`src/rtl/psue_pkg.sv`:
```
`timescale 1ns / 1ps
// psue_pkg: shared types and codes for the png scanline unfilter and expander
// used by psue_front, psue_recon, psue_outq and the top; depends on nothing else

package psue_pkg;

  // input opcodes
  localparam logic [1:0] OP_BYTE  = 2'd0;
  localparam logic [1:0] OP_PAL   = 2'd1;
  localparam logic [1:0] OP_START = 2'd2;

  // configuration register indexes
  localparam logic [1:0] CFG_COLOR_MODE   = 2'd0;
  localparam logic [1:0] CFG_FOUR_BIT     = 2'd1;
  localparam logic [1:0] CFG_IMAGE_WIDTH  = 2'd2;
  localparam logic [1:0] CFG_TRANSPARENCY = 2'd3;

  // colour mode codes
  localparam logic [1:0] CM_PALETTE = 2'd0;
  localparam logic [1:0] CM_RGB     = 2'd1;

  // png filter types
  localparam logic [2:0] FILT_NONE  = 3'd0;
  localparam logic [2:0] FILT_SUB   = 3'd1;
  localparam logic [2:0] FILT_UP    = 3'd2;
  localparam logic [2:0] FILT_AVG   = 3'd3;
  localparam logic [2:0] FILT_PAETH = 3'd4;

  localparam logic [7:0] OPAQUE = 8'hff;

  // result queue
  localparam int Q_DEPTH = 8;
  localparam int Q_AW    = 3;

  typedef enum logic [1:0] {KIND_CLR, KIND_ERR, KIND_PIX, KIND_NIB} psue_kind_t;
  typedef enum logic [1:0] {PIX_PAL, PIX_RGB, PIX_RGBA} psue_pix_t;

  // one item on its way from the front end to the reconstruction stage
  typedef struct packed {
    psue_kind_t  kind;
    logic        clr;     // clear left and upper-left pixels afterwards
    logic [7:0]  data;
    logic [1:0]  lane;
    logic [2:0]  filt;
    logic        use_up;
    logic        last;    // completes a pixel
    psue_pix_t   mode;
    logic [11:0] col0;
    logic [11:0] col1;
    logic        rend0;
    logic        rend1;
    logic        two;     // nibble item with two pixels
  } psue_item_t;

  typedef struct packed {
    logic        status;
    logic [7:0]  red;
    logic [7:0]  green;
    logic [7:0]  blue;
    logic [7:0]  alpha;
    logic [11:0] column;
    logic        row_end;
    logic        last_of_run;
  } psue_res_t;

  typedef struct packed {
    logic      v0;
    logic      v1;
    psue_res_t r0;
    psue_res_t r1;
  } psue_push_t;

endpackage

```
`src/rtl/psue_outq.sv`:
```
`timescale 1ns / 1ps
// psue_outq: pipeline-to-result-channel queue; uses psue_pkg
// takes one or two results a cycle, delivers one unless stalled

module psue_outq (
  input  logic                 clk,
  input  logic                 rst_n,
  input  psue_pkg::psue_push_t push,
  input  logic                 out_stall,
  output logic                 out_valid,
  output psue_pkg::psue_res_t  out_res,
  output logic [3:0]           count
);

  import psue_pkg::*;

  psue_res_t         q_mem_r [Q_DEPTH];
  logic [Q_AW-1:0]   wr_ptr_r, rd_ptr_r;
  logic [Q_AW:0]     count_r, count_nxt;
  logic              pop;

  assign out_valid = (count_r != '0);
  assign out_res   = q_mem_r[rd_ptr_r];
  assign pop       = out_valid && !out_stall;
  assign count     = 4'(count_r);

  assign count_nxt = count_r + (Q_AW + 1)'(push.v0) + (Q_AW + 1)'(push.v1)
                     - (Q_AW + 1)'(pop);

  always_ff @(posedge clk) begin
    if (push.v0) begin
      q_mem_r[wr_ptr_r] <= push.r0;
    end
    if (push.v1) begin
      q_mem_r[wr_ptr_r + Q_AW'(1)] <= push.r1;
    end
  end

  always_ff @(posedge clk) begin
    if (!rst_n) begin
      wr_ptr_r <= '0;
      rd_ptr_r <= '0;
      count_r  <= '0;
    end else begin
      wr_ptr_r <= wr_ptr_r + Q_AW'(push.v0) + Q_AW'(push.v1);
      rd_ptr_r <= rd_ptr_r + Q_AW'(pop);
      count_r  <= count_nxt;
    end
  end

  // a second result always comes with a first
  a_push_order: assert property (@(posedge clk) disable iff (!rst_n)
    push.v1 |-> push.v0)
    else $error("second result pushed without the first");

endmodule

```
`config.mk`:
```
export PLATFORM = sky130hd
export DESIGN_NAME = psue_outq
export DESIGN_NICKNAME = d
export VERILOG_FILES = /design/src/rtl/psue_pkg.sv /design/src/rtl/psue_outq.sv
export SDC_FILE = /design/constraint.sdc
export NUM_CORES = 1
export LEC_CHECK = 0
export BUFFER_PORTS_ARGS = -buffer_cell sky130_fd_sc_hd__buf_4
export CORE_AREA = 3 3 178 180
export CTS_CLUSTER_DIAMETER = 60
export DETAILED_ROUTE_END_ITERATION = 16
export DIE_AREA = 0 0 181 183
export GPL_TIMING_DRIVEN = 1
export PLACE_DENSITY_LB_ADDON = 0.1
export REMOVE_ABC_BUFFERS = 1
export SLEW_MARGIN = 30
export SYNTH_ARGS = -nofsm -noshare
export SYNTH_HDL_FRONTEND = slang
export SYNTH_SLANG_ARGS = --single-unit
export TNS_END_PERCENT = 10
```
`constraint.sdc`:
```
create_clock -name clk -period 10.8 [get_ports clk]
set_input_delay 0.54 -clock clk [delete_from_list [all_inputs] [get_ports clk]]
set_output_delay 0.54 -clock clk [all_outputs]
set_load 0.02 [all_outputs]
```
======== After elaboration in Yosys (flattened, before gate mapping) ========
Memory sizes are Yosys's and may differ from the RTL's. A register that Yosys moved wholly into a read port is not among the register bits.
Cells that the tools add are included.
word-level totals
  register bits after elaboration ......... 10
  RAM bits ................................ 376
  output and inout port bits .............. 52
  word-level logic and storage cells ...... 19
  memories ................................ 1
memories
  name     depth  bits a word  read ports  clocked after Yosys merged registers in  wr ports  line             source
  q_mem_r  8      47           1           1                                        2         psue_outq.sv:17  psue_res_t q_mem_r [Q_DEPTH];
operators by class
  $add $sub $neg .......................... 7
  mux-type cells .......................... 5
  reductions and logical operators ........ 3
operators with widths
  kind                                                           number
  3-bit by 1-bit adder with 3-bit output                         3
  4-bit by 1-bit adder with 4-bit output                         2
  1-bit two-way mux                                              4
  4-bit nonzero test                                             1
  4-bit by 1-bit subtractor with 4-bit output                    1
  3-bit by 1-bit adder with 3-bit output, second input constant  1
  3-bit two-way mux                                              1
  1-bit logical AND                                              1
  1-bit logical NOT                                              1

======== Logic depth before layout (Yosys ltp) ========
  word-level depth ........................ 4
  mapped depth ............................ 9
  gate-level depth less buffers ........... 9

======== Worst setup path after synthesis ========
OpenSTA, ideal clock, no wires.
  path type ............................... in2reg
  start ................................... input port push[95] in the netlist's numbering
  end ..................................... memory q_mem_r[2][0] in the netlist's numbering, enable pin
  arrival time ............................ 4.208 ns
  data required time ...................... 10.276 ns
  slack ................................... 6.067 ns
  stages on the path ...................... 2
  path buffers ............................ 0
  cell sequence ........................... nand2_1 o32ai_1
RTL lines
  element             line             source
  start: declaration  psue_outq.sv:8   input psue_pkg::psue_push_t push,
  end: declaration    psue_outq.sv:17

==> results.json <==
{
  "reg2reg_slack_ns": 7.68,
  "wl_met3_mm": 3.00,
  "yosysTopAreaCell": "edfxtp_1",
  "ctsHoldBuffers": 0,
  "viasPerCell": 6.35,
  "vias": 10266,
  "worstMarginPinSlew_ns": 0.905,
  "synth_fa_ha_area_share_pct": 0.828,
  "syn_area_per_cell_um2": 18.6,
  "yosysTopAreaCellShare_pct": 58.4,
  "routed_wl_mm": 43.7,
  "synth.cell_area_um2": 19300,
  "clockBufferDepth": 3,
  "clock_latency_ns": 0.53,
  "wire_per_inst_um": 27.0,
  "finalSetupTns_ns": 0,
  "p_per_area_nw_per_um2": 199,
  "switching_share_pct": 27.2,
  "drt_pass1_iterations": 4,
  "ys.warnings.count": 0,
  "min_period_ns": 4.27,
  "clock.fmax_ghz": 0.234,
  "crit_required_ns": 10.26,
  "top_layer": "met5",
  "setup_viol": 0,
  "io_buffers": 150,
  "antenna_found_initial": 3,
  "cts_tree": "done",
  "antenna_left": 0,
  "hold_violations": 0,
  "setup_slack_ns": 6.53,
  "worst-path-max-fanout": 42,
  "drt_iter0_drc": 797,
  "arrival_ns": 3.73,
  "track_usage_pct": 26.6,
  "worstHoldStart": "rst_n",
  "critPathKind": "reg -> out",
  "p_int_mw": 3.22,
  "holdPathEnd": "rd_ptr_r[0]",
  "yosys-top-cells-area": "edfxtp_1, mux2_2, mux4_2",
  "rsz0062_at_grt": "no",
  "fin_util_pct": 73.1,
  "core_um2": 30300,
  "ff2ff_path_depth": 6,
  "grt-ovfl-total": 0,
  "dieHeight_um": 183,
  "ys_types": 35,
  "path_clk_slew_ns": 0.06,
  "wl_met1_mm": 17.8,
  "dieArea_um2": 33100,
  "place_ws_ns": 6.97,
  "hpwlAfterDp_mm": 23.0,
  "hp-class": "in -> reg",
  "diodes": 0,
  "outcome": "complete, no violations",
  "final_common_cell": "mux2_2",
  "die_x_um": 181,
  "startpoint": "rd_ptr_r[1]",
  "worst_clock_skew_ns": 0.00770,
  "cts-root-buf": "clkbuf_16",
  "post-cts-setup-buffers": 0,
  "max-vdd-ir-drop_mv": 0.134,
  "synth_top_family_by_area": "multiplexers",
  "synth_seq_area_share_pct": 59.4,
  "htree_levels": 2,
  "cp-start-kind": "flop",
  "r2r_end": "q_mem_r[7][36]",
  "power_mw": 4.42,
  "synth_cells": 1042,
  "crit_path_end_kind": "output pin",
  "routed-wl-met2_mm": 22.1,
  "synth-compound-area-share_pct": 0.285,
  "synthXorXnorAreaFrac_pct": 0.304,
  "clkPwrFrac_pct": 31.6,
  "grt_pass1_wl_mm": 67.2,
  "max_slew_margin_pct": 39.7,
  "grt_pass1_vias": 11124,
  "power.switching_mw": 1.20,
  "drive_gt1_share_pct": 62.3,
  "maxSlewViolCount": 0,
  "start_util_pct": 63.8,
  "cts_sinks": 386,
  "mostFrequentLayoutCells": "mux2_2, edfxtp_1, buf_4",
  "numCtsBuffers": 42,
  "grt_max_degree": 49,
  "route.detailed.drc": 0,
  "pwr-share-comb_pct": 25.4,
  "muxShareOfSynthArea_pct": 35.6,
  "areaGrowthSynthToFinish_pct": 14.6,
  "drv_cap": 0,
  "power_frac_seq_pct": 42.9,
  "whs_path_depth": 2,
  "ys_ff_latch": 386,
  "finalCritPeriodShare_pct": 39.6,
  "yosys.area_share.simple_pct": 0.976,
  "place.gp.congestion": 0.734,
  "r2r-start": "wr_ptr_r[0]",
  "top_level_ports": 151,
  "cts_resized": 0,
  "nNetsFinal": 1297,
  "hold_slack_ns": 0.320,
  "rows": 64,
  "p_leak_nw": 7.33
}
==> Yosys cell counts, drive strengths merged <==
master  number
nand3b       2
nor3b        1
clkbuf      11
ha           8
edfxtp     376
o21bai       1
or2          1
o32ai        1
fa           3
buf         59
nor2b        3
inv          9
xor2         3
mux4        94
mux2i        1
xnor2        2
o21ai        2
nand2        9
nand3        1
nand2b       3
nor2         5
o22ai        3
mux2       423
dfxtp       10
and2         6
nor3         3
a21oi        2
==> worst max-delay path by stage <==
| stage | slack [ns] | endpoint | cells after the start |
|---|---|---|---|
| 6_report | 6.53 | out_res[41] | 5 |
| 5_1_grt | 6.20 | out_res[41] | 5 |
| 4_1_cts | 6.39 | out_res[37] | 5 |
| 3_5_place_dp | 6.97 | out_res[37] | 5 |
| 3_3_place_gp | 6.98 | out_res[37] | 5 |
| 2_1_floorplan | 5.33 | out_res[0] | 2 |
==> per-stage QoR <==
step	cell area [um^2]	std cells
finish	22200	1616
global route	22200	1616
CTS	22100	1615
detailed placement	20800	1538
global placement	20800	1538
floorplan	18900	972
==> cell families (layout without fill, tap and decap cells) <==
logic type	Yosys count	in the layout
multiplexers	518	518
buffers and inverters	79	257
adder cells (fa/ha/maj)	11	11
AND/OR/NAND/NOR	34	34
AO/OA/AOI/OAI	9	9
flip-flops	386	386
XOR/XNOR	5	5
==> registers in the layout, summed over array words and instances (netlist names) <==
| name | cells |
|---|---|
| count | 4 |
| q_mem_r | 376 |
| rd_ptr_r | 3 |
| wr_ptr_r | 3 |
==> per-layer routing <==
metal  vias up  track usage [%]
li1       4554                -
met1      5301             36.5
met3        64             5.20
met4         6             6.00
met2       341             45.1
met5         -                0
==> critical path, stage by stage (launching register included) <==
cell,delay (ns)
dfxtp_4,0.57
buf_4,0.70
buf_4,0.79
mux4_2,0.61
mux2_2,0.30
buf_4,0.16
==> layout make-up <==
cell class / instances / area [um^2]
flip-flops and latches: 386 / 11500
fillers: 1885 / 8180
multi-input cells: 577 / 7490
repair buffers: 171 / 1300
clock buffers: 61 / 1190
well taps: 396 / 495
clock inverters: 16 / 159
inverters: 9 / 33.8
==> power groups by stage <==
stage	Sequential (mW)	Clock (mW)	Combinational [mW]
2_1_floorplan	1.97	0	0.698
3_3_place_gp	1.92	0	1.11
3_5_place_dp	1.93	0	1.13
4_1_cts	1.90	1.43	1.14
5_1_grt	1.91	1.49	1.20
6_report	1.90	1.40	1.12
(Power assumes the default switching activity.)
