**src/rtl/psue_ram.sv**
```systemverilog
`timescale 1ns / 1ps
// psue_ram: generic single-write, single-read memory with registered read
// old data is returned when a read and a write hit the same entry; no dependencies

module psue_ram #(
  parameter int WIDTH = 8,
  parameter int DEPTH = 16
) (
  input  logic                     clk,
  input  logic                     we,
  input  logic [$clog2(DEPTH)-1:0] waddr,
  input  logic [WIDTH-1:0]         wdata,
  input  logic                     re,
  input  logic [$clog2(DEPTH)-1:0] raddr,
  output logic [WIDTH-1:0]         rdata
);

  logic [WIDTH-1:0] mem_r [DEPTH];
  logic [WIDTH-1:0] rdata_r;

  always_ff @(posedge clk) begin
    if (we) begin
      mem_r[waddr] <= wdata;
    end
    if (re) begin
      rdata_r <= mem_r[raddr];
    end
  end

  assign rdata = rdata_r;

endmodule

```
**config.mk**
```make
export PLATFORM = sky130hd
export DESIGN_NAME = psue_ram
export DESIGN_NICKNAME = d
export VERILOG_FILES = /design/src/rtl/psue_ram.sv
export SDC_FILE = /design/constraint.sdc
export NUM_CORES = 1
export LEC_CHECK = 0
export CORE_MARGIN = 5
export CORE_UTILIZATION = 47
export DETAILED_ROUTE_END_ITERATION = 7
export DONT_BUFFER_PORTS = 1
export HOLD_SLACK_MARGIN = 0.08
export PLACE_DENSITY = 0.67
export SLEW_MARGIN = 10
export SYNTH_ARGS = -nofsm -noshare
export SYNTH_HDL_FRONTEND = slang
export SYNTH_SLANG_ARGS = --single-unit
```
**constraint.sdc**
```tcl
create_clock -name clk -period 2.7 [get_ports clk]
set_input_delay 0 -clock clk [delete_from_list [all_inputs] [get_ports clk]]
set_output_delay 0 -clock clk [all_outputs]
set_load 0.01 [all_outputs]
```
After elaboration in Yosys (flattened, before gate mapping)
Memories as Yosys holds them, arrays and structs flattened. A register that Yosys moved wholly into a read port is not among the register bits.
Cells that the tools add are included.
{"block": "op_classes", "n_addsub": 0, "multipliers": 0, "div": 0, "order_cmp": 0, "n_eq_ne": 0, "shifts": 0, "mux": 2, "bitwise": 0, "n_reduce_logical": 0}
{"operator": "$mux W1", "n": 2}
{"block": "word_totals", "register_bits": 0, "latchBits": 0, "ram_bits": 128, "rom_bits": 0, "in_bits": 19, "elab_cells": 3, "n_memories": 1}
{"memory": "mem_r", "depth": 16, "word_bits": 8, "rd": 1, "rd_ports_with_merged_regs": 1, "wr": 1, "line_no": "18", "source": "logic [WIDTH-1:0] mem_r [DEPTH];"}

Logic depth before layout (Yosys ltp)
Gate-level depths: netlist of run 1.
{"block": "logic_depth", "ltp_word": 2, "depth_mapped": 5, "depth_no_buf": 3}

Least setup slack after synthesis of run 1
Ideal clock, no wire load.
{"block": "synth_timing", "path_type": "input to register", "start": "in waddr[2]", "end": "mem mem_r[0][0], enable pin", "setup_time_ns": 0.383, "arrival_ns": 1.110, "slack_ns": 1.207, "cell_stages": 2, "path_cell_list": "or3b_2 -> nor3_1"}
{"element": "from (decl)", "line_no": "11", "source": "input logic [$clog2(DEPTH)-1:0] waddr,"}
{"element": "to (decl)", "line_no": "18"}
No word-level cell before the write port.

==> results of run 1 <==
[power breakdown]
group	switching, uW	total (uW)	internal (uW)
combinational	115	210	94.4
sequential	17.4	2400	2380
clock	823	2310	1480
[metrics by stage]
stage	instances	setup WS [ps]	util (%)	cell area (um^2)	hold WS (ps)
2_1_floorplan	229	1210	-	5230	98.9
3_3_place_gp	363	1150	49.1	5350	99.7
3_5_place_dp	363	1100	49.1	5350	99.7
4_1_cts	417	254	56.9	6200	88.2
5_1_grt	417	109	56.9	6200	117
6_report	417	220	56.9	6200	107
[cell families (layout without fill, tap and decap cells)]
| logic type | Yosys count | in the layout | share of synthesized area (%) |
|---|---|---|---|
| flops | 136 | 136 | 78.1 |
| simple gates | 35 | 35 | 3.14 |
| compound gates | 16 | 16 | 2.30 |
| mux | 32 | 32 | 14.8 |
| buf+inv | 10 | 58 | 1.65 |
[flip-flops by register name, indices dropped and copies added (netlist names)]
name	flops
rdata	8
mem_r	128
[routing by layer]
layer | vias to the layer above | track usage [%] | routed length (um)
met1 | 1253 | 23.1 | 4250
met4 | 0 | 5.56 | 179
met3 | 13 | 3.92 | 759
li1 | 1057 | - | -
met2 | 97 | 25.2 | 4890
met5 | - | 0 | 0
[cell type report]
type	instances	area [um^2]	share of cell area [%]
Clock buffer	17	414	6.68
Clock inverter	14	181	2.93
Tap cell	140	175	2.83
Sequential cell	136	4080	65.9
Multi-Input combinational cell	83	1060	17.1
Timing Repair Buffer	27	288	4.64
[how the worst min path moves through the flow]
stage | endpoint | slack, ps | cells past startpoint
6_report | rdata[4] | 110 | 4
5_1_grt | rdata[0] | 120 | 4
4_1_cts | mem_r[9][2] | 90 | 2
3_5_place_dp | mem_r[4][3] | 100 | 0
3_3_place_gp | mem_r[4][3] | 100 | 0
2_1_floorplan | mem_r[0][0] | 100 | 0
[synthesized netlist by cell type (2+ instances only)]
library cell,count
nand2_1,9
nor3_1,4
clkdlybuf4s25_2,3
a22oi_1,16
nor2_1,13
mux4_2,18
nand2b_1,2
buf_2,3
mux4_1,14
buf_6,3
nand3b_1,2
edfxtp_1,136
[worst max-delay path: cells and delay by family (launching register included)]
family                 cells  cell delay [ps]
multiplexers               1              490
flip-flops                 1              360
AND/OR/NAND/NOR            1               50
buffers and inverters      2             1140
AO/OA/AOI/OAI              1              180
[layout by cell type, fill, tap and decap left out, types with 4 or more instances in the layout]
master | synthesis | layout
bufinv_16 | 0 | 4
buf_4 | 1 | 4
mux4_1 | 14 | 14
nor3_1 | 4 | 4
clkinv_2 | 0 | 4
mux4_2 | 18 | 18
dlygate4sd3_1 | 0 | 21
nor2_1 | 13 | 13
a22oi_1 | 16 | 16
edfxtp_1 | 136 | 136
nand2_1 | 9 | 9
clkbuf_16 | 0 | 16
==> results.py, run 1 <==
metrics = {
    "die": {
        "initial_core_util_pct": 48.0,
        "rows": 38,
        "io_pins": 27,
        "fp.dieH_um": 115,
        "design.die.area_um2": 13300,
        "die-width_um": 115,
        "coreArea_um2": 10900,
    },
    "worst_setup_path": {
        "startpoint_type": "flop",
        "regToRegStartpoint": "mem_r[9][3]",
        "r2r-end": "rdata[3]",
        "cpMostUsedCell": "dlygate4sd3_1",
        "r2r_setup_slack_ps": 220,
        "slowest_delay_ps": 580,
        "path_cells": "mux4_1, dlygate4sd3_1, a22oi_1, dlygate4sd3_1, nand2_1",
        "crit_arrival_ps": 2740,
        "endpoint": "rdata[3]",
        "critical_path_class": "reg -> reg",
        "worstRegToRegCells": 5,
        "cp.required_ps": 2960,
        "worstSetupStartpoint": "mem_r[9][3]",
        "end_kind": "flop",
        "crit_slowest_cell": "dlygate4sd3_1",
        "cp_max_fo": 1,
    },
    "timing": {
        "period_minus_slack_ps": 2480,
        "relSlewSlack_pct": 36.4,
        "hold_viol": 0,
        "setup-violations-final": 0,
        "maxSlewViolCount": 0,
        "rsz0062_at_grt": "false",
        "tightest_slew_ps": 951,
        "period_share_pct": 91.9,
        "fin_setup_tns_ps": 0,
        "finClkSkew_ps": 6.82,
        "fmax_mhz": 403,
    },
    "drt": {
        "drt_wl_total_um": 10100,
        "wl_per_cell_um": 24.2,
        "vias_per_cell": 5.80,
        "dr.first_iter.drc_count": 211,
        "ant_nets": 0,
        "dr_total_vias": 2420,
        "dr.pass1.iters": 5,
        "drc": 0,
    },
    "cts": {
        "hold_buffers": 23,
        "clkSinkCount": 136,
        "clockBufferDepth": 2,
        "clkLatencyLatePin_ps": 510,
        "post_cts_buffers": 0,
        "ctsHtreeMaxLevel": 4,
        "clkSlewWorstSetupHoldPaths_ps": 60,
        "cts_resized": 0,
        "cts_tree": "built",
        "cts_buffers": 17,
        "cts_root_buffer": "clkbuf_8",
    },
    "placed_design": {
        "gp_congestion": 0.728,
        "port_buffers": 0,
        "dpl.hpwl_um": 5880,
    },
    "synth": {
        "syn-mean-instance-area_um2": 22.8,
        "synth-edff-count": 136,
        "synthesis.area_um2": 5230,
        "ys_ff_latch": 136,
        "synthCells": 229,
        "yosysSeqAreaShare_pct": 78.1,
        "synth_top_area_share_pct": 78.1,
        "ys_warn_count": 0,
        "synthFlopType": "edfxtp_1",
        "async_reset_ff_share_pct": 0,
        "yosys-top-cells-area": "edfxtp_1 (78%), mux4_2 (7.8%), mux4_1 (7.0%), a22oi_1 (2.3%), nor2_1 (0.93%)",
        "syn-num-nets": 248,
        "synth_cell_types": 18,
        "yosys.area.top_type": "edfxtp_1",
    },
    "power": {
        "powerDensity_nw_per_um2": 793,
        "ir_drop_v": 0.000481,
        "leakage_uw": 0.00203,
        "power_uw": 4920,
    },
    "layout": {
        "n_antenna_cell": 0,
        "area_delta_synth_final_pct": 18.6,
        "final_nets": 284,
        "drive_gt1_share_pct": 19.5,
        "fillers": 796,
    },
    "min_path": {
        "min_from": "raddr[1]",
        "hp-class": "in -> reg",
    },
    "run_status": {
        "outcome": "complete, no violations",
    },
    "global_routing": {
        "overflow": 0,
        "grt_pass1_vias": 2559,
        "grt_pass1_wl_um": 15200,
        "grt_max_degree": 33,
        "grt_use_total_pct": 16.3,
        "antenna_found_initial": 0,
    },
    "flow_run": {
        "maxCapViolations": 0,
    },
}
No activity file was read; power rests on OpenSTA's default activity.
==> run 2, diff against run 1 <==
--- a/config.mk
+++ b/config.mk
@@ -7,9 +7,9 @@
 export LEC_CHECK = 0
 export CORE_MARGIN = 5
 export CORE_UTILIZATION = 47
+export CTS_BUF_LIST = sky130_fd_sc_hd__clkbuf_4
 export DETAILED_ROUTE_END_ITERATION = 7
 export DONT_BUFFER_PORTS = 1
-export HOLD_SLACK_MARGIN = 0.08
 export PLACE_DENSITY = 0.67
 export SLEW_MARGIN = 10
 export SYNTH_ARGS = -nofsm -noshare
==> run 2 against run 1 <==
- flip-flop and latch count did not move
- global-route usage decreased by 0.23 points
- first-iteration DRC count is 8.5% lower
- via count fell by 1.5%
- register-to-register slack about the same
- non-clock buffer count is 3 lower
- sequential share of layout area increased by 3.5 points
- total power fell by 18%
==> results.py, run 2 (synthesis results as in run 1) <==
metrics = {
    "drt": {
        "wl_met3_um": 616,
        "drc": 0,
        "dr.first_iter.drc_count": 193,
        "vias_per_cell": 5.74,
        "wl_per_cell_um": 23.4,
        "ant_nets": 0,
        "drt_wl_total_um": 9700,
        "dr.pass1.iters": 4,
        "top_layer_used": "met4",
        "dr_total_vias": 2384,
        "wl_met1_um": 4140,
        "met2_length_um": 4770,
    },
    "die": {
        "io_pins": 27,
        "coreArea_um2": 10900,
        "rows": 38,
        "die-width_um": 115,
        "fp.dieH_um": 115,
        "initial_core_util_pct": 48.0,
        "design.die.area_um2": 13300,
    },
    "worst_setup_path": {
        "worstSetupStartpoint": "mem_r[9][3]",
        "cp.required_ps": 2970,
        "startpoint_type": "flop",
        "slowest_delay_ps": 580,
        "cpMostUsedCell": "dlygate4sd3_1",
        "r2r-end": "rdata[3]",
        "cp_max_fo": 1,
        "worstRegToRegCells": 5,
        "end_kind": "flop",
        "crit_slowest_cell": "dlygate4sd3_1",
        "r2r_setup_slack_ps": 230,
        "regToRegStartpoint": "mem_r[9][3]",
        "critical_path_class": "reg -> reg",
        "crit_arrival_ps": 2750,
        "path_cells": "mux4_1, dlygate4sd3_1, a22oi_1, dlygate4sd3_1, nand2_1",
    },
    "cts": {
        "cts_root_buffer": "clkbuf_4",
        "clockBufferDepth": 2,
        "cts_resized": 0,
        "clkLatencyLatePin_ps": 510,
        "ctsHtreeMaxLevel": 4,
        "post_cts_buffers": 0,
        "cts_tree": "built",
        "cts_buffers": 17,
        "clkSlewWorstSetupHoldPaths_ps": 120,
        "clkSinkCount": 136,
    },
    "min_path": {
        "hold-path-endpoint": "rdata[0]",
        "min_from": "raddr[2]",
        "hp-class": "in -> reg",
        "whs_path_depth": 3,
    },
    "timing": {
        "relSlewSlack_pct": 35.5,
        "period_minus_slack_ps": 2470,
        "fmax_mhz": 404,
        "fin_setup_tns_ps": 0,
        "rsz0062_at_grt": "false",
        "maxSlewViolCount": 0,
        "setup-violations-final": 0,
        "tightest_slew_ps": 963,
        "finClkSkew_ps": 18.4,
        "period_share_pct": 91.6,
        "hold_viol": 0,
    },
    "run_status": {
        "outcome": "complete, no violations",
    },
    "power": {
        "leakage_uw": 0.00189,
        "p_sw_share_pct": 20.7,
        "p_int_uw": 3190,
        "clkPwrFrac_pct": 35.4,
        "pwr-share-comb_pct": 5.0,
        "sequentialPowerShare_pct": 59.5,
        "ir_drop_v": 0.000434,
        "power.net_switching_uw": 831,
        "powerDensity_nw_per_um2": 683,
    },
    "layout": {
        "final_nets": 281,
        "largest_register": "mem_r",
        "area_delta_synth_final_pct": 12.6,
        "layout_commonest_cell": "edfxtp_1",
        "drive_gt1_share_pct": 19.7,
        "final_cell_mix": "edfxtp_1 (136), mux4_2 (18), dlygate4sd3_1 (18)",
        "fillers": 833,
        "fin_area_um2": 5890,
        "largest_reg_flops": 128,
        "stdcell_count": 415,
    },
    "placed_design": {
        "gp_congestion": 0.728,
        "placed_area_um2": 5350,
        "placedCellCount": 363,
        "port_buffers": 0,
        "dpl.hpwl_um": 5880,
    },
    "global_routing": {
        "grt_pass1_wl_um": 14900,
        "antenna_found_initial": 1,
        "grt_max_degree": 33,
        "grt_use_total_pct": 16.1,
        "overflow": 0,
        "grt_pass1_vias": 2504,
    },
    "flow_run": {
        "maxCapViolations": 0,
    },
}
[run 2: changes by cell type in the layout (fill, tap and decap cells not counted)]
cell	before	now
clkbuf_4	0	17
clkbuf_16	16	0
dlygate4sd3_1	21	18
clkbuf_8	1	0
diode_2	0	1
[run 2: power by group through the flow]
stage	Clock, uW	Combinational, uW	Sequential [uW]
after floorplan	0	120	2440
after global placement	0	123	2440
after detailed placement	0	124	2440
after CTS	1450	205	2390
after global routing	1550	221	2400
final	1430	203	2390
[run 2: worst max-delay path, delay by kind of cell (launching register included)]
family                 cells  cell delay (ps)
AOI/OAI and AO/OA          1              180
buffers and inverters      2             1140
muxes                      1              490
DFF                        1              380
and+or+nand+nor            1               50
[run 2: timing repair]
item | CTS | global route
hold endpoints to repair | 199 | 0
hold buffers | 20 | 0
endpoints found under the setup margin | 0 | 0
[run 2: layout make-up]
class / instances / area, um^2 / share of cell area, %
tap: 140 / 175 / 2.98
clock buffer: 17 / 128 / 2.17
multi-input combinational: 83 / 1060 / 18.0
clock inverter: 14 / 181 / 3.08
timing repair buffer: 24 / 258 / 4.38
antenna: 1 / 2.50 / 0.0425
sequential: 136 / 4080 / 69.4
[run 2: metal layers]
metal	vias up	track usage [%]
met5	-	0
met4	0	6.26
met3	16	4.60
met2	89	24.2
met1	1226	22.5
li1	1053	-
[run 2: metrics by stage]
stage               worst slack, ps  hold slack, ps  power, uW  utilization, %
finish                          226            34.0       4020            54.1
global route                    103            7.84       4170            54.1
CTS                             257            1.56       4050            54.0
detailed placement             1100            99.7       2570            49.1
global placement               1150            99.7       2560            49.1
floorplan                      1210            98.9       2560               -
[run 2: worst max-delay path by stage]
stage	to	slack (ps)	depth (start not counted)
3_3_place_gp	mem_r[2][0]	1150	2
4_1_cts	rdata[3]	260	5
2_1_floorplan	mem_r[0][0]	1210	2
5_1_grt	rdata[3]	100	5
3_5_place_dp	mem_r[0][1]	1100	3
6_report	rdata[3]	230	5
