==> config.mk <==
export PLATFORM = sky130hd
export DESIGN_NAME = psue_front
export DESIGN_NICKNAME = d
export VERILOG_FILES = /design/src/rtl/psue_pkg.sv /design/src/rtl/psue_front.sv
export SDC_FILE = /design/constraint.sdc
export NUM_CORES = 1
export LEC_CHECK = 0
export BUFFER_PORTS_ARGS = -buffer_cell sky130_fd_sc_hd__buf_2
export CAP_MARGIN = 20
export CORE_UTILIZATION = 48
export DETAILED_ROUTE_END_ITERATION = 8
export PLACE_DENSITY = 0.87
export SETUP_SLACK_MARGIN = 0.3
export SYNTH_ARGS = -nofsm -noshare
export SYNTH_HDL_FRONTEND = slang
export SYNTH_SLANG_ARGS = --single-unit
==> constraint.sdc <==
create_clock -name clk -period 8.25 [get_ports clk]
set_input_delay 1.65 -clock clk [delete_from_list [all_inputs] [get_ports clk]]
set_output_delay 1.65 -clock clk [all_outputs]
set_load 0.05 [all_outputs]
==> src/rtl/psue_pkg.sv <==
`timescale 1ns / 1ps
// psue_pkg: shared types and codes for the png scanline unfilter and expander
// used by psue_front, psue_recon, psue_outq and the top; depends on nothing else

package psue_pkg;

  // input opcodes
  localparam logic [1:0] OP_BYTE  = 2'd0;
  localparam logic [1:0] OP_PAL   = 2'd1;
  localparam logic [1:0] OP_START = 2'd2;

  // configuration register indexes
  localparam logic [1:0] CFG_COLOR_MODE   = 2'd0;
  localparam logic [1:0] CFG_FOUR_BIT     = 2'd1;
  localparam logic [1:0] CFG_IMAGE_WIDTH  = 2'd2;
  localparam logic [1:0] CFG_TRANSPARENCY = 2'd3;

  // colour mode codes
  localparam logic [1:0] CM_PALETTE = 2'd0;
  localparam logic [1:0] CM_RGB     = 2'd1;

  // png filter types
  localparam logic [2:0] FILT_NONE  = 3'd0;
  localparam logic [2:0] FILT_SUB   = 3'd1;
  localparam logic [2:0] FILT_UP    = 3'd2;
  localparam logic [2:0] FILT_AVG   = 3'd3;
  localparam logic [2:0] FILT_PAETH = 3'd4;

  localparam logic [7:0] OPAQUE = 8'hff;

  // result queue
  localparam int Q_DEPTH = 8;
  localparam int Q_AW    = 3;

  typedef enum logic [1:0] {KIND_CLR, KIND_ERR, KIND_PIX, KIND_NIB} psue_kind_t;
  typedef enum logic [1:0] {PIX_PAL, PIX_RGB, PIX_RGBA} psue_pix_t;

  // one item on its way from the front end to the reconstruction stage
  typedef struct packed {
    psue_kind_t  kind;
    logic        clr;     // clear left and upper-left pixels afterwards
    logic [7:0]  data;
    logic [1:0]  lane;
    logic [2:0]  filt;
    logic        use_up;
    logic        last;    // completes a pixel
    psue_pix_t   mode;
    logic [11:0] col0;
    logic [11:0] col1;
    logic        rend0;
    logic        rend1;
    logic        two;     // nibble item with two pixels
  } psue_item_t;

  typedef struct packed {
    logic        status;
    logic [7:0]  red;
    logic [7:0]  green;
    logic [7:0]  blue;
    logic [7:0]  alpha;
    logic [11:0] column;
    logic        row_end;
    logic        last_of_run;
  } psue_res_t;

  typedef struct packed {
    logic      v0;
    logic      v1;
    psue_res_t r0;
    psue_res_t r1;
  } psue_push_t;

endpackage

==> src/rtl/psue_front.sv <==
`timescale 1ns / 1ps
// psue_front: row position, filter and error tracking at item acceptance
// issues prior-row reads and palette loads; uses psue_pkg

module psue_front #(
  parameter int MAX_WIDTH       = 4096,
  parameter int PALETTE_ENTRIES = 256
) (
  input  logic                               clk,
  input  logic                               rst_n,
  input  logic                               accept,
  input  logic [1:0]                         in_opcode,
  input  logic [7:0]                         in_data_byte,
  input  logic [7:0]                         in_palette_index,
  input  logic [7:0]                         in_palette_red,
  input  logic [7:0]                         in_palette_green,
  input  logic [7:0]                         in_palette_blue,
  input  logic [7:0]                         in_palette_alpha,
  input  logic [1:0]                         color_mode,
  input  logic                               four_bit,
  input  logic [12:0]                        image_width,
  output logic                               item_v,
  output psue_pkg::psue_item_t               item,
  output logic                               prior_re,
  output logic [$clog2(MAX_WIDTH)+1:0]       prior_raddr,
  output logic                               pal_we,
  output logic [$clog2(PALETTE_ENTRIES)-1:0] pal_waddr,
  output logic [31:0]                        pal_wdata
);

  import psue_pkg::*;

  localparam int CLW = $clog2(MAX_WIDTH);
  localparam int WW  = CLW + 1;
  localparam int PW  = $clog2(PALETTE_ENTRIES);

  logic [CLW-1:0] col_r, col_nxt;
  logic [1:0]     bip_r, bip_nxt;
  logic [2:0]     filt_r, filt_nxt;
  logic           row_start_r, row_start_nxt;
  logic           first_row_r, first_row_nxt;
  logic           err_r, err_nxt;

  logic [WW-1:0]  eff_w, c1, c2;
  logic           rend_a, rend_b;
  logic           filt_ok;
  psue_pix_t      mode;
  logic [2:0]     bpp;
  logic           pix_last;

  always_comb begin
    if (image_width == 13'd0) begin
      eff_w = WW'(1);
    end else if (32'(image_width) > MAX_WIDTH) begin
      eff_w = WW'(MAX_WIDTH);
    end else begin
      eff_w = WW'(image_width);
    end
  end

  assign c1     = {1'b0, col_r} + WW'(1);
  assign c2     = c1 + WW'(1);
  assign rend_a = (c1 >= eff_w);
  assign rend_b = (c2 >= eff_w);

  assign filt_ok = four_bit ? (in_data_byte == 8'd0) : (in_data_byte <= 8'(FILT_PAETH));

  always_comb begin
    case (color_mode)
      CM_PALETTE: begin
        mode = PIX_PAL;
        bpp  = 3'd1;
      end
      CM_RGB: begin
        mode = PIX_RGB;
        bpp  = 3'd3;
      end
      default: begin
        mode = PIX_RGBA;
        bpp  = 3'd4;
      end
    endcase
  end

  assign pix_last    = ({1'b0, bip_r} + 3'd1) >= bpp;
  assign prior_raddr = {col_r, bip_r};
  assign pal_waddr   = PW'(in_palette_index);
  assign pal_wdata   = {in_palette_alpha, in_palette_blue, in_palette_green, in_palette_red};

  always_comb begin
    col_nxt       = col_r;
    bip_nxt       = bip_r;
    filt_nxt      = filt_r;
    row_start_nxt = row_start_r;
    first_row_nxt = first_row_r;
    err_nxt       = err_r;
    item_v        = 1'b0;
    prior_re      = 1'b0;
    pal_we        = 1'b0;
    item          = '0;
    item.kind     = KIND_CLR;
    item.mode     = mode;
    item.data     = in_data_byte;
    item.lane     = bip_r;
    item.filt     = filt_r;
    item.use_up   = !first_row_r;
    item.col0     = 12'(col_r);
    item.col1     = 12'(c1);
    if (accept) begin
      case (in_opcode)
        OP_PAL: begin
          pal_we = (32'(in_palette_index) < PALETTE_ENTRIES);
        end
        OP_START: begin
          col_nxt       = '0;
          bip_nxt       = 2'd0;
          row_start_nxt = 1'b1;
          first_row_nxt = 1'b1;
          err_nxt       = 1'b0;
          filt_nxt      = FILT_NONE;
          item_v        = 1'b1;
          item.kind     = KIND_CLR;
          item.clr      = 1'b1;
        end
        OP_BYTE: begin
          if (!err_r) begin
            item_v = 1'b1;
            if (row_start_r) begin
              if (!filt_ok) begin
                err_nxt   = 1'b1;
                item.kind = KIND_ERR;
              end else begin
                filt_nxt      = in_data_byte[2:0];
                col_nxt       = '0;
                bip_nxt       = 2'd0;
                row_start_nxt = 1'b0;
                item.kind     = KIND_CLR;
                item.clr      = 1'b1;
              end
            end else if (four_bit) begin
              item.kind  = KIND_NIB;
              item.rend0 = rend_a;
              if (rend_a) begin
                col_nxt       = '0;
                bip_nxt       = 2'd0;
                row_start_nxt = 1'b1;
                first_row_nxt = 1'b0;
                item.clr      = 1'b1;
              end else begin
                item.two   = 1'b1;
                item.rend1 = rend_b;
                if (rend_b) begin
                  col_nxt       = '0;
                  bip_nxt       = 2'd0;
                  row_start_nxt = 1'b1;
                  first_row_nxt = 1'b0;
                  item.clr      = 1'b1;
                end else begin
                  col_nxt = CLW'(c2);
                end
              end
            end else begin
              item.kind = KIND_PIX;
              item.last = pix_last;
              prior_re  = 1'b1;
              if (pix_last) begin
                bip_nxt    = 2'd0;
                item.rend0 = rend_a;
                if (rend_a) begin
                  col_nxt       = '0;
                  row_start_nxt = 1'b1;
                  first_row_nxt = 1'b0;
                  item.clr      = 1'b1;
                end else begin
                  col_nxt = CLW'(c1);
                end
              end else begin
                bip_nxt = bip_r + 2'd1;
              end
            end
          end
        end
        default: ;
      endcase
    end
  end

  always_ff @(posedge clk) begin
    if (!rst_n) begin
      col_r       <= '0;
      bip_r       <= 2'd0;
      filt_r      <= FILT_NONE;
      row_start_r <= 1'b1;
      first_row_r <= 1'b1;
      err_r       <= 1'b0;
    end else begin
      col_r       <= col_nxt;
      bip_r       <= bip_nxt;
      filt_r      <= filt_nxt;
      row_start_r <= row_start_nxt;
      first_row_r <= first_row_nxt;
      err_r       <= err_nxt;
    end
  end

  // the error flag can only be raised by a bad filter byte at a row start
  a_err_from_row_start: assert property (@(posedge clk) disable iff (!rst_n)
    $rose(err_r) |-> $past(row_start_r) && $past(accept) && ($past(in_opcode) == OP_BYTE))
    else $error("error flag raised away from a row start");

endmodule

* After elaboration in Yosys (flattened, before gate mapping)
Cells that the tools add are included.
** Operators by class
- Reductions and logical operators :: 12
- Mux-type cells :: 76
- $lt $le $gt $ge :: 5
- Equal/unequal tests :: 13
- Add/sub/neg operators :: 4
** Operator list (number)
- 12-bit 2-to-1 mux :: 8
- 1-bit 2-to-1 mux :: 36
- 3-bit 2-to-1 mux :: 10
- 13-bit >= comparator :: 2
- 13-bit 2-to-1 mux :: 2
- 12-bit case mux with 2 select lines :: 1
- 2-bit 2-to-1 mux :: 10
- 3-bit case mux with 2 select lines :: 3
- 5-bit AND reduction :: 3
- 12-bit by 1-bit adder with 13-bit output (second input constant) :: 1
- 13-bit by 1-bit adder with 13-bit output (second input constant) :: 1
- 13-bit greater-than comparator (second input constant) :: 1
- 13-bit logical NOT :: 1
- 3-bit != test (second input constant) :: 4
- 8-bit by 3-bit less-or-equal comparator with 1-bit output (second input constant) :: 1
- 8-bit logical NOT :: 1
- 2-bit != test (second input constant) :: 4
- 1-bit case mux with 2 select lines :: 4
- 2-bit case mux with 2 select lines :: 2
- 7-bit AND reduction :: 1
- 5-bit != test (second input constant) :: 1
- 2-bit by 1-bit equality test with 1-bit output (second input constant) :: 2
- 2-bit logical NOT :: 2
- 4-bit != test (second input constant) :: 1
- other kinds (8) :: 8
** Storage, ports and cells
- Bits in registers :: 20
- Word-level logic and storage cells :: 116
- Output and inout bits :: 104
- Input port bits :: 69

* Logic depth before layout (Yosys ltp)
- Depth in word-level cells :: 11
- Gate-level depth with buffers :: 16
- Depth with buffers taken out :: 14

* Worst setup path before layout
Ideal clock, no wire load.
- Path type :: flip-flop to output port
- Start point :: reg col_r[2]
- End point :: out item[1] (netlist name)
- Data required time :: 6.600 ns
- Path slack :: 1.546 ns
- Stages on the path, launching flop included :: 14
- Arrival time :: 5.054 ns
- Cells stage by stage :: dfxtp_1 -> clkbuf_1 -> nand3_1 -> nor2_1 -> xor2_1 -> nand4_1 -> xnor2_1 -> ha_1 -> and3_1 -> o2111ai_1 -> o2111a_1 -> or2_1 -> clkbuf_1 -> nor3_1
** RTL lines
- start: declaration :: RTL line psue_front.sv:37 : logic [CLW-1:0] col_r, col_nxt;
- start signal: assignment :: RTL line psue_front.sv:197 : col_r <= col_nxt;
- end: declaration :: RTL line psue_front.sv:23 : output psue_pkg::psue_item_t item,

==> flow_summary.ini <==
[critical_path]
crit_slowest_cell = a2111oi_0
critical_path.max_stage_delay_ns = 0.68
crit_arrival_ns = 4.80
startpoint_type = primary input
cp.required_ns = 6.60
crit_top_cell = buf_2
critPathCaptureType = output port
cp_cell_sequence = buf_2, nor4_1, a31oi_1, nor2_1, ha_1, nand2b_1, a2111oi_0, o2111a_1, or2_1, a21oi_1, a21o_1, o31a_1, buf_2
path_class = primary input to output port
crit_fanout = 8

[floorplan]
die_x_um = 79.9
start_util = 0.495
die_h_um = 79.9
rows = 28
dieArea_sq_mm = 0.00639
io_pins = 173
coreArea_sq_mm = 0.00589

[finish]
nets = 496
antenna_cells = 0
drive_above_1_share = 0.275
area_growth_pct = 1.67

[timing]
fin_crit_ns = 6.45
slew_headroom = 0.456
finalSetupViolCount = 0
worst_pin_slew_ns = 0.805
grt_setup_unrepaired = false
maxSlewViolCount = 0
max_freq_ghz = 0.155
fin_crit_sh = 0.782
skew_ns = 0.00220
whs_ns = 0.485
fin_ws_ns = 1.80
fin_tns_setup_ns = 0
hold_violations = 0

[detailed_routing]
drt_pass1_iterations = 4
ant_nets = 0
via_count = 2734
drc_errors = 0
routed_wl_mm = 7.45
drt-initial-drc-count = 201
wl_per_cell_um = 15.9
viasPerCell = 5.84

[power]
p_per_area_mw_per_mm2 = 73.2
power_leakage_nw = 1.52
max-vdd-ir-drop_uv = 79.3

[clock_tree]
clk_path_buf_depth = 2
cts.htree.levels = 1
root_buffer = clkbuf_8
post_cts.repair.setup_buffers = 0
cts_buffers = 3
clock_latency_ns = 0.26
cts.clk_slew.worst_paths_ns = 0.07
cts_resized = 0
hold_buffers = 0
cts_tree = done
clkSinkCount = 20

[logic_synthesis]
yosysMostFrequentCell = buf_4
yosysTopAreaCell = buf_4
synth_edf_count = 0
synthTopCellsByCount = buf_4, nand2_1, ha_1, nor2_1, dfxtp_1
yosys_warnings = 0
ys_types = 66
synth_top_area_share = 0.162
yosys_most_used_dff = dfxtp_1
synth_nets = 477
asyncSetResetFlopFracSynth = 0
seq_area_frac_synth = 0.137
synth_seq_cells = 20
syn_area_sq_mm = 0.00291
synth.area.top_cells = buf_4, dfxtp_1, ha_1
syn_avg_cell_area_sq_um = 7.75
syn-instance-count = 376

[run]
maxCapViolCount = 0

[placed_design]
dpl_worst_slack_ns = 1.80
io_buffers = 92
place_congestion = 0.958
dp_hpwl_mm = 6.06

[global_route]
overflow = 0
grt_pass1_vias = 2546
grt.total_usage = 0.232
antenna_found_initial = 0
grt_start_max_net_pins = 16
grt_pass1_wl_mm = 11.8

[min_path]
min_path_type = flop to flop

[run_status]
status = complete, no violations
worst max-delay path: cells and delay by family:
| family | cells | cell delay, ns |
|---|---|---|
| and+or+nand+nor | 4 | 0.91 |
| buffers and inverters | 2 | 0.31 |
| AOI/OAI and AO/OA | 6 | 1.64 |
| adders and majority gates | 1 | 0.28 |
worst paths after layout:
check,startpoint,endpoint,slack (ns),cells after the start
min,filt_r[2],filt_r[2],0.48,2
max reg2reg,col_r[0],col_r[11],3.67,14
min reg2reg,filt_r[2],filt_r[2],0.48,2
max,image_width[1],item[44],1.80,13
layout make-up:
cell class | instances | area, sq um
Multi-Input combinational cell | 260 | 1900
Tap cell | 75 | 93.8
Sequential cell | 20 | 400
Timing Repair Buffer | 92 | 460
Fill cell | 612 | 2920
Clock buffer | 3 | 41.3
Inverter | 18 | 67.6
per-layer routing:
metal  part of all wire  GRT usage  vias to the layer above
li1                   -          -                     1326
met3              0.068     0.0274                       15
met4              0.019     0.0929                        0
met1               0.45      0.291                     1257
met5                  0          0                        -
met2               0.47      0.399                      136
where the power goes:
part,internal [mW],switching [mW],leakage [nW]
sequential,0.0968,0.000429,0.161
clock,0.0326,0.0316,0.0216
combinational,0.0178,0.0376,1.34
layout by cell type (no fill, tap or decap), types with 2 or more instances in the layout:
| cell | netlist | routed |
|---|---|---|
| dfxtp_1 | 20 | 20 |
| nand4_1 | 8 | 8 |
| and2_1 | 3 | 3 |
| ha_1 | 32 | 32 |
| o21ai_0 | 4 | 4 |
| nor4_1 | 2 | 2 |
| a2111oi_0 | 2 | 2 |
| o2bb2ai_1 | 3 | 3 |
| o21ai_1 | 2 | 2 |
| a32oi_1 | 7 | 7 |
| o311a_1 | 2 | 2 |
| a31oi_1 | 4 | 4 |
| a21o_1 | 12 | 12 |
| clkbuf_8 | 0 | 3 |
| xnor2_1 | 16 | 16 |
| o22ai_1 | 3 | 3 |
| a22o_1 | 2 | 2 |
| and4_1 | 2 | 2 |
| o21a_1 | 4 | 4 |
| nand2b_1 | 4 | 4 |
| and3_1 | 4 | 4 |
| or2_1 | 3 | 3 |
| xor2_1 | 5 | 5 |
| a211oi_1 | 2 | 2 |
| nor3_1 | 11 | 11 |
| o31a_1 | 3 | 3 |
| nor2_1 | 21 | 21 |
| o31ai_1 | 2 | 2 |
| inv_1 | 18 | 18 |
| a21oi_1 | 10 | 10 |
| nand3_1 | 16 | 16 |
| o211ai_1 | 5 | 5 |
| nand2_1 | 34 | 34 |
| and2_4 | 2 | 2 |
| buf_2 | 2 | 92 |
| nor3b_1 | 2 | 2 |
logic make-up after synthesis:
group	synth area share
AO/OA/AOI/OAI	0.224
XOR/XNOR	0.0687
adder cells (fa/ha/maj)	0.137
multiplexers	0.00344
AND/OR/NAND/NOR	0.218
flip-flops	0.137
buffers and inverters	0.211
flip-flops by register name, summed over array words and instances, names as in the netlist:
register	cells
first_row_r	1
err_r	1
col_r	12
row_start_r	1
filt_r	3
bip_r	2
per-stage QoR:
stage / total power [mW] / instances / cell area (sq um) / util
floorplan: 0.192 / 376 / 2910 / -
global placement: 0.153 / 465 / 2920 / 0.496
detailed placement: 0.154 / 465 / 2920 / 0.496
CTS: 0.218 / 468 / 2960 / 0.503
global route: 0.226 / 468 / 2960 / 0.503
finish: 0.217 / 468 / 2960 / 0.503
Power figures use the tool's default switching activity.
